### src/hw/rtl/caot_pkg.sv
package caot_pkg;

  // Fixed timing constants of a button channel, in milliseconds.
  localparam logic [31:0] ButtonHoldMs  = 32'd14400000;
  localparam logic [31:0] ButtonGraceMs = 32'd300000;

  // Calendar constants for the firing days.
  localparam logic [4:0] SecondDayOfMonth = 5'd15;
  localparam logic [4:0] FirstDayOfMonth  = 5'd1;
  localparam logic [2:0] SecondWeekday    = 3'd3;
  localparam logic [2:0] Sunday           = 3'd0;

  // Configuration port geometry.
  localparam int unsigned AddrWidth = 5;
  localparam int unsigned DataWidth = 32;

  typedef enum logic [2:0] {
    MODE_NONE          = 3'd0,
    MODE_ALWAYS_ON     = 3'd1,
    MODE_DAILY         = 3'd2,
    MODE_WEEKLY        = 3'd3,
    MODE_TWICE_DAILY   = 3'd4,
    MODE_TWICE_WEEKLY  = 3'd5,
    MODE_MONTHLY       = 3'd6,
    MODE_TWICE_MONTHLY = 3'd7
  } mode_e;

  typedef enum logic [0:0] {
    OP_TICK   = 1'b0,
    OP_TOGGLE = 1'b1
  } opcode_e;

  typedef enum logic [2:0] {
    REG_CHANNEL_MODE   = 3'd0,
    REG_FIRST_HOUR     = 3'd1,
    REG_FIRST_MINUTE   = 3'd2,
    REG_SECOND_HOUR    = 3'd3,
    REG_SECOND_MINUTE  = 3'd4,
    REG_ON_DURATION_MS = 3'd5,
    REG_BUTTON_OUTPUT  = 3'd6,
    REG_UNUSED         = 3'd7
  } reg_idx_e;

  typedef struct packed {
    opcode_e     opcode;
    logic [31:0] now_ms;
    logic [2:0]  weekday;
    logic [4:0]  day_of_month;
    logic [4:0]  hour;
    logic [5:0]  minute;
  } in_item_t;

  typedef struct packed {
    logic level_out;
    logic button_pulse;
    logic channel_running;
  } out_item_t;

  typedef struct packed {
    mode_e       channel_mode;
    logic [4:0]  first_hour;
    logic [5:0]  first_minute;
    logic [4:0]  second_hour;
    logic [5:0]  second_minute;
    logic [26:0] on_duration_ms;
    logic        button_output;
  } cfg_t;

endpackage

### src/hw/rtl/caot_regs.sv
module caot_regs import caot_pkg::*; (
  input  logic                 clk_i,
  input  logic                 rst_ni,
  input  logic                 psel,
  input  logic                 penable,
  input  logic                 pwrite,
  input  logic [AddrWidth-1:0] paddr,
  input  logic [DataWidth-1:0] pwdata,
  output logic [DataWidth-1:0] prdata,
  output logic                 pready,
  output cfg_t                 cfg_o
);

  cfg_t     cfg_q, cfg_d;
  reg_idx_e idx;
  logic     wr_en;

  assign pready = 1'b1;
  assign idx    = reg_idx_e'(paddr[AddrWidth-1:2]);
  assign wr_en  = psel && penable && pwrite;

  // Register write decode.
  always_comb begin
    cfg_d = cfg_q;
    if (wr_en) begin
      unique case (idx)
        REG_CHANNEL_MODE:   cfg_d.channel_mode   = mode_e'(pwdata[2:0]);
        REG_FIRST_HOUR:     cfg_d.first_hour     = pwdata[4:0];
        REG_FIRST_MINUTE:   cfg_d.first_minute   = pwdata[5:0];
        REG_SECOND_HOUR:    cfg_d.second_hour    = pwdata[4:0];
        REG_SECOND_MINUTE:  cfg_d.second_minute  = pwdata[5:0];
        REG_ON_DURATION_MS: cfg_d.on_duration_ms = pwdata[26:0];
        REG_BUTTON_OUTPUT:  cfg_d.button_output  = pwdata[0];
        default: ;
      endcase
    end
  end

  always_ff @(posedge clk_i or negedge rst_ni) begin
    if (!rst_ni) begin
      cfg_q <= '0;
    end else begin
      cfg_q <= cfg_d;
    end
  end

  // Register read decode.
  always_comb begin
    prdata = '0;
    unique case (idx)
      REG_CHANNEL_MODE:   prdata = {29'd0, cfg_q.channel_mode};
      REG_FIRST_HOUR:     prdata = {27'd0, cfg_q.first_hour};
      REG_FIRST_MINUTE:   prdata = {26'd0, cfg_q.first_minute};
      REG_SECOND_HOUR:    prdata = {27'd0, cfg_q.second_hour};
      REG_SECOND_MINUTE:  prdata = {26'd0, cfg_q.second_minute};
      REG_ON_DURATION_MS: prdata = {5'd0, cfg_q.on_duration_ms};
      REG_BUTTON_OUTPUT:  prdata = {31'd0, cfg_q.button_output};
      default:            prdata = '0;
    endcase
  end

  assign cfg_o = cfg_q;

endmodule

### src/hw/rtl/caot_core.sv
module caot_core import caot_pkg::*; (
  input  logic      clk_i,
  input  logic      rst_ni,
  input  cfg_t      cfg_i,
  input  logic      in_valid_i,
  output logic      in_ready_o,
  input  in_item_t  in_i,
  output logic      out_valid_o,
  input  logic      out_ready_i,
  output out_item_t out_o
);

  // Pipeline registers.
  logic      s1_valid_q;
  in_item_t  s1_q;
  logic      out_valid_q;
  out_item_t out_q, out_d;

  // Channel state.
  logic        running_q, running_d;
  logic        level_q, level_d;
  logic [31:0] deadline_q, deadline_d;

  logic        s2_ready;
  logic        step;
  logic        first_hit;
  logic        sched_hit;
  logic        now_ge;
  logic        now_gt;
  logic [31:0] add_operand;
  logic [31:0] new_deadline;
  logic        pulse;
  logic        run_mid;

  // Handshake: the output register frees itself when taken, the input
  // register when its item moves on.
  assign s2_ready   = !out_valid_q || out_ready_i;
  assign step       = s1_valid_q && s2_ready;
  assign in_ready_o = !s1_valid_q || s2_ready;

  always_ff @(posedge clk_i or negedge rst_ni) begin
    if (!rst_ni) begin
      s1_valid_q <= 1'b0;
    end else if (in_ready_o) begin
      s1_valid_q <= in_valid_i;
    end
  end

  always_ff @(posedge clk_i) begin
    if (in_valid_i && in_ready_o) begin
      s1_q <= in_i;
    end
  end

  // Schedule match on the calendar fields.
  assign first_hit = (s1_q.hour == cfg_i.first_hour) && (s1_q.minute == cfg_i.first_minute);

  always_comb begin
    case (cfg_i.channel_mode)
      MODE_DAILY:        sched_hit = first_hit;
      MODE_WEEKLY:       sched_hit = first_hit && (s1_q.weekday == Sunday);
      MODE_TWICE_DAILY:  sched_hit = first_hit ||
                                     ((s1_q.hour == cfg_i.second_hour) &&
                                      (s1_q.minute == cfg_i.second_minute));
      MODE_TWICE_WEEKLY: sched_hit = first_hit && ((s1_q.weekday == Sunday) ||
                                                   (s1_q.weekday == SecondWeekday));
      MODE_MONTHLY:      sched_hit = first_hit && (s1_q.day_of_month == FirstDayOfMonth);
      MODE_TWICE_MONTHLY: sched_hit = first_hit &&
                                      ((s1_q.day_of_month == FirstDayOfMonth) ||
                                       (s1_q.day_of_month == SecondDayOfMonth));
      default:           sched_hit = 1'b0;
    endcase
  end

  // One compare serves both deadline tests, one add every new deadline.
  assign now_ge = s1_q.now_ms >= deadline_q;
  assign now_gt = now_ge && (s1_q.now_ms != deadline_q);

  always_comb begin
    if (cfg_i.channel_mode == MODE_ALWAYS_ON) begin
      add_operand = ButtonHoldMs + ButtonGraceMs;
    end else if (cfg_i.button_output) begin
      add_operand = ButtonHoldMs;
    end else begin
      add_operand = {5'd0, cfg_i.on_duration_ms};
    end
  end

  assign new_deadline = s1_q.now_ms + add_operand;

  // Next state and result of the item in the input register.
  always_comb begin
    running_d  = running_q;
    level_d    = level_q;
    deadline_d = deadline_q;
    pulse      = 1'b0;
    run_mid    = running_q;
    if (s1_q.opcode == OP_TOGGLE) begin
      running_d = !running_q;
      if (cfg_i.button_output) begin
        pulse = 1'b1;
      end else begin
        level_d = !running_q;
      end
    end else if (cfg_i.channel_mode == MODE_NONE) begin
      running_d = running_q;
    end else if (cfg_i.channel_mode == MODE_ALWAYS_ON) begin
      if (cfg_i.button_output) begin
        if (!running_q || now_gt) begin
          pulse      = 1'b1;
          running_d  = 1'b1;
          deadline_d = new_deadline;
        end
      end else begin
        level_d = 1'b1;
      end
    end else begin
      // A level channel ends once its deadline is reached.
      if (!cfg_i.button_output && running_q && now_ge) begin
        level_d = 1'b0;
        run_mid = 1'b0;
      end
      running_d = run_mid;
      if (!run_mid && sched_hit) begin
        running_d  = 1'b1;
        deadline_d = new_deadline;
        if (cfg_i.button_output) begin
          pulse = 1'b1;
        end else begin
          level_d = 1'b1;
        end
      end
    end
    out_d.level_out       = level_d;
    out_d.button_pulse    = pulse;
    out_d.channel_running = running_d;
  end

  always_ff @(posedge clk_i or negedge rst_ni) begin
    if (!rst_ni) begin
      running_q   <= 1'b0;
      level_q     <= 1'b0;
      deadline_q  <= '0;
      out_valid_q <= 1'b0;
    end else begin
      if (s2_ready) begin
        out_valid_q <= s1_valid_q;
      end
      if (step) begin
        running_q  <= running_d;
        level_q    <= level_d;
        deadline_q <= deadline_d;
      end
    end
  end

  always_ff @(posedge clk_i) begin
    if (step) begin
      out_q <= out_d;
    end
  end

  assign out_valid_o = out_valid_q;
  assign out_o       = out_q;

  // The result register always reports the state that the same item left.
  assert property (@(posedge clk_i) disable iff (!rst_ni)
    step |=> (out_q.channel_running == running_q) && (out_q.level_out == level_q))
    else $error("result does not match channel state");

  // Only a button channel ever issues a press.
  assert property (@(posedge clk_i) disable iff (!rst_ni)
    step |=> (!out_q.button_pulse || $past(cfg_i.button_output)))
    else $error("press issued on a level channel");

  // State moves only with an item.
  assert property (@(posedge clk_i) disable iff (!rst_ni)
    !step |=> $stable(deadline_q) && $stable(running_q) && $stable(level_q))
    else $error("channel state changed without an item");

  // A waiting item in the input register is never dropped.
  assert property (@(posedge clk_i) disable iff (!rst_ni)
    (s1_valid_q && !s2_ready) |=> s1_valid_q)
    else $error("stalled item lost");

endmodule

### src/hw/rtl/calendar_alarm_output_timer_unit.sv
// One calendar alarm output channel. Each tick item carries the free-running
// millisecond clock and the calendar time; a toggle item flips the channel.
// Every item yields exactly one result item with the level, a button press
// flag and the running flag. An item passes an input register and a result
// register in that order, and one item is accepted every cycle while results
// are taken: the whole step is a schedule compare, one 32-bit deadline add
// and one 32-bit compare between the two registers. The user must write
// registers over the APB port only while no item is in flight; the block
// itself does not enforce it.
module calendar_alarm_output_timer_unit import caot_pkg::*; (
  input  logic                 clk_i,
  input  logic                 rst_ni,
  input  logic                 psel,
  input  logic                 penable,
  input  logic                 pwrite,
  input  logic [AddrWidth-1:0] paddr,
  input  logic [DataWidth-1:0] pwdata,
  output logic [DataWidth-1:0] prdata,
  output logic                 pready,
  input  logic                 in_valid_i,
  output logic                 in_ready_o,
  input  in_item_t             in_i,
  output logic                 out_valid_o,
  input  logic                 out_ready_i,
  output out_item_t            out_o
);

  cfg_t cfg;

  caot_regs u_regs (
    .clk_i   (clk_i),
    .rst_ni  (rst_ni),
    .psel    (psel),
    .penable (penable),
    .pwrite  (pwrite),
    .paddr   (paddr),
    .pwdata  (pwdata),
    .prdata  (prdata),
    .pready  (pready),
    .cfg_o   (cfg)
  );

  caot_core u_core (
    .clk_i       (clk_i),
    .rst_ni      (rst_ni),
    .cfg_i       (cfg),
    .in_valid_i  (in_valid_i),
    .in_ready_o  (in_ready_o),
    .in_i        (in_i),
    .out_valid_o (out_valid_o),
    .out_ready_i (out_ready_i),
    .out_o       (out_o)
  );

endmodule
### config.mk
export PLATFORM = sky130hd
export DESIGN_NAME = calendar_alarm_output_timer_unit
export DESIGN_NICKNAME = d
export VERILOG_FILES = /design/src/hw/rtl/caot_pkg.sv /design/src/hw/rtl/caot_regs.sv /design/src/hw/rtl/caot_core.sv /design/src/hw/rtl/calendar_alarm_output_timer_unit.sv
export SDC_FILE = /design/constraint.sdc
export NUM_CORES = 1
export LEC_CHECK = 0
export BUFFER_PORTS_ARGS = -buffer_cell sky130_fd_sc_hd__clkbuf_2
export CAP_MARGIN = 10
export CORE_MARGIN = 4
export CORE_UTILIZATION = 35
export DETAILED_ROUTE_END_ITERATION = 7
export PLACE_DENSITY_LB_ADDON = 0.1
export SLEW_MARGIN = 15
export SYNTH_ARGS = -nofsm -noshare
export SYNTH_HDL_FRONTEND = slang
export SYNTH_SLANG_ARGS = --single-unit
export TNS_END_PERCENT = 10
### constraint.sdc
create_clock -name clk_i -period 11 [get_ports clk_i]
set_clock_uncertainty 0.15 [all_clocks]
set_input_delay 1.65 -clock clk_i [delete_from_list [all_inputs] [get_ports clk_i]]
set_output_delay 1.65 -clock clk_i [all_outputs]
set_load 0.01 [all_outputs]
==> impl_results.md <==
* WP data arrival at 3.56 ns
* Total wire length at 23.4 mm
* Mapped Cells at 827
* Fin. Hold Viols at 0
* Chip height at 164 µm
* Post-synth top area share at 0.260
* Routed WL per cell at 18.4 µm
* Max Freq at 187 MHz
* Via count at 6527
* Final Instance Count excl. Fillers at 1275
* Post-CTS Resized at 0
* Num rows at between 50 and 60
* Hold Path End: u_core.deadline_q[24]
* Crit Path Class: input pin to output pin
* Mapped Avg Cell Area at between 10 and 15 µm²
* CP required at 9.20 ns
* Post-CTS Setup Bufs at 0
* CORE AREA at around 24000 µm²
* Int Pwr at 1.28 mW
* Final Slew Violations at 0
* Initial DRC Count at between 300 and 400
* Placed insts at 1243
* PnR worst setup slack at 5.64 ns
* Nets at 1099
* Cell Area, Synth at 8560 µm²
* Post-synthesis mux area share at 0.0824
* CTS tree: done
* Fin crit period at 5.36 ns
* Slew @ Worst Pin at 1.08 ns
* GRT overflow at 0
* Number of port buffers at 120
* Finished Cell Area at just over 10000 µm²
* Critical-path maximum fanout at 17
* Synth Register Bits at 144
* DRT antenna net count at 0
* Pre-CTS setup slack at 5.64 ns
* Clock sinks at 144
* DRT Pass-1 Iters at 4
* Fin Setup TNS at 0 ns
* Layout cells sized above 1 at 0.231
* Total GRT Usage at 0.178
* CP endpoint kind: output pin
* Vias in the first global route at approximately 6700
* Worst-Skew Late Latency at 0.43 ns
* EDFF count, synth at 55
* DRC violations left at 0
* Placed cell areas at 9480 µm²
* Starting Density at 0.360
* Power Density at 199 nW/µm²
* Worst hold stages at 2
* Routability Congestion at 0.862
* Slew margin rel. at 0.278
* Post-synth ARST share at 0.618
* Maximum number of pins on one net before global-route repair at 53
* Synth unique cells at 69
* Clock Path Buffers at 2
* Die Wd at 164 µm
* Flop pwr share at 0.366
* Overall Power at 2.00 mW
* Worst min path class: flip-flop to flip-flop
* Hold-fix buffers, CTS at 0
* Clock network power share at 0.289
* Commonest non-fill, non-tap cell in the layout: clkbuf_2
* Vias/cell at approximately 5
* Root buffer cell: clkbuf_16
* Synth Flop Type: dfrtp_1
* FF-to-FF setup slack at 6.69 ns
* Warnings, synthesis at 0
* R2R Path End: u_core.deadline_q[30]
* Worst VDD drop at 0.000102 V
* FF-to-FF Start: u_regs.cfg_o[51]
* Reg clk slew, reported paths at approximately 0.060 ns
* Static leakage at 4.46 nW
* Max cap viols at 0
* Post-Synth XOR/XNOR Area at 0.0389
* I/O pin count at roughly 130
* H-tree Lvls at 4
* Hold_sp: u_core.deadline_q[24]
* Status: completed
* First-pass GRT wire length at 37.0 mm
* Compound-Gate Fraction of Synth Area at 0.161
* Commonest cells after routing, fill and taps aside: 119 x clkbuf_2, 89 x dfrtp_1, 59 x inv_1, 59 x ha_1, 57 x nand2_1
* Unrepaired setup endpoints after global routing: false
* Net Sw Power at 719 µW
* ANT cells at 0
* Area leader, netlist: dfrtp_1
* Logic pwr share at 0.345
* Sw Ratio at 0.359
* Synth area leaders: dfrtp_1 26%, edfxtp_1 19%, ha_1 8.6%, mux2_2 6.6%, xnor2_1 3.5%
* Post-Synth Simple-Gate Area at 0.131
* Seq/Total Area, Yosys at 0.453
* Initial antenna violation count at 1
* CP startpoint kind: input pin
* Final-report setup violation count at 0
* Layout area overhead at 17.4%
* Synth Area in Adders at 0.0886
* Worst Reg-to-Reg Cells at 14
* Largest family of logic cells by synthesized area: compound AO/OA/AOI/OAI gates
* Clock buffer count from CTS at 17
* Die area at 27000 µm²
* Period utilization at 0.487
* Hpwl dp at 17.5 mm
-- metal layers --
layer  vias up  GRT usage  share of wire
li1       3259          -              -
met4         2     0.0374         0.0092
met2       131      0.287           0.47
met5         -          0        0.00085
met3        14     0.0374          0.050
met1      3121      0.249           0.47
-- kinds of logic (layout without fill, tap and decap cells) --
kind of cell | Yosys count | in the layout
XOR/XNOR | 38 | 38
flip-flops | 144 | 144
AO/OA/AOI/OAI | 206 | 206
multiplexers | 64 | 64
adder cells (fa/ha/maj) | 60 | 60
other | 2 | 6
buffers and inverters | 93 | 218
AND/OR/NAND/NOR | 220 | 220
-- sequential cells by signal, indices dropped and copies added (netlist names) --
signal,count
u_regs.cfg_o,53
u_core.s1_q,52
u_core.deadline_q,32
u_core.out_o,3
u_core.level_q,1
u_core.out_valid_o,1
u_core.running_q,1
u_core.s1_valid_q,1
-- area by class of cell --
cell class	instances	area (µm²)
Clock buffer	18	429
Clock inverter	14	145
Fill cell	2353	13700
Inverter	59	221
Multi-Input combinational cell	594	4320
Sequential cell	144	3880
Tap cell	319	399
Timing Repair Buffer	127	656
-- critical path, cell delays in order --
cell	delay, ns
clkbuf_2	0.29
nor2b_1	0.48
buf_4	0.33
nand2_1	0.28
nor2_1	0.33
clkbuf_2	0.19
-- through the flow --
step                      hold slack [ns]   util
after floorplan                     0.299      -
after detailed placement            0.323  0.399
after global placement              0.316  0.399
after global routing                0.355  0.423
after CTS                           0.340  0.423
final                               0.335  0.423
-- power groups by stage --
stage / Combinational (mW) / Clock [mW] / Sequential [mW]
floorplan: 0.521 / 0 / 0.715
global placement: 0.686 / 0 / 0.741
detailed placement: 0.690 / 0 / 0.742
CTS: 0.695 / 0.593 / 0.732
global route: 0.782 / 0.617 / 0.745
finish: 0.690 / 0.577 / 0.731
-- worst max-delay path by stage --
stage	slack (ns)	end	from	cells after the start
4_1_cts	5.64	prdata[21]	paddr[4]	6
6_report	5.64	prdata[21]	paddr[4]	6
3_5_place_dp	5.64	prdata[21]	paddr[4]	6
5_1_grt	5.48	prdata[21]	paddr[4]	6
2_1_floorplan	6.29	prdata[1]	paddr[2]	5
3_3_place_gp	5.62	prdata[21]	paddr[4]	6
-- cells in the mapped netlist, drive strengths merged, types with 13 or more instances --
library cell  instances
mux2                 52
clkbuf               21
xnor2                34
edfxtp               55
a21oi                49
o21ai                53
a21o                 13
o21a                 15
buf                  13
nor2                 43
nand2b               16
nor3                 17
inv                  59
ha                   59
nand2                57
and3                 16
nand4                19
dfrtp                89
Note: power is estimated with default switching activity, not from simulation.
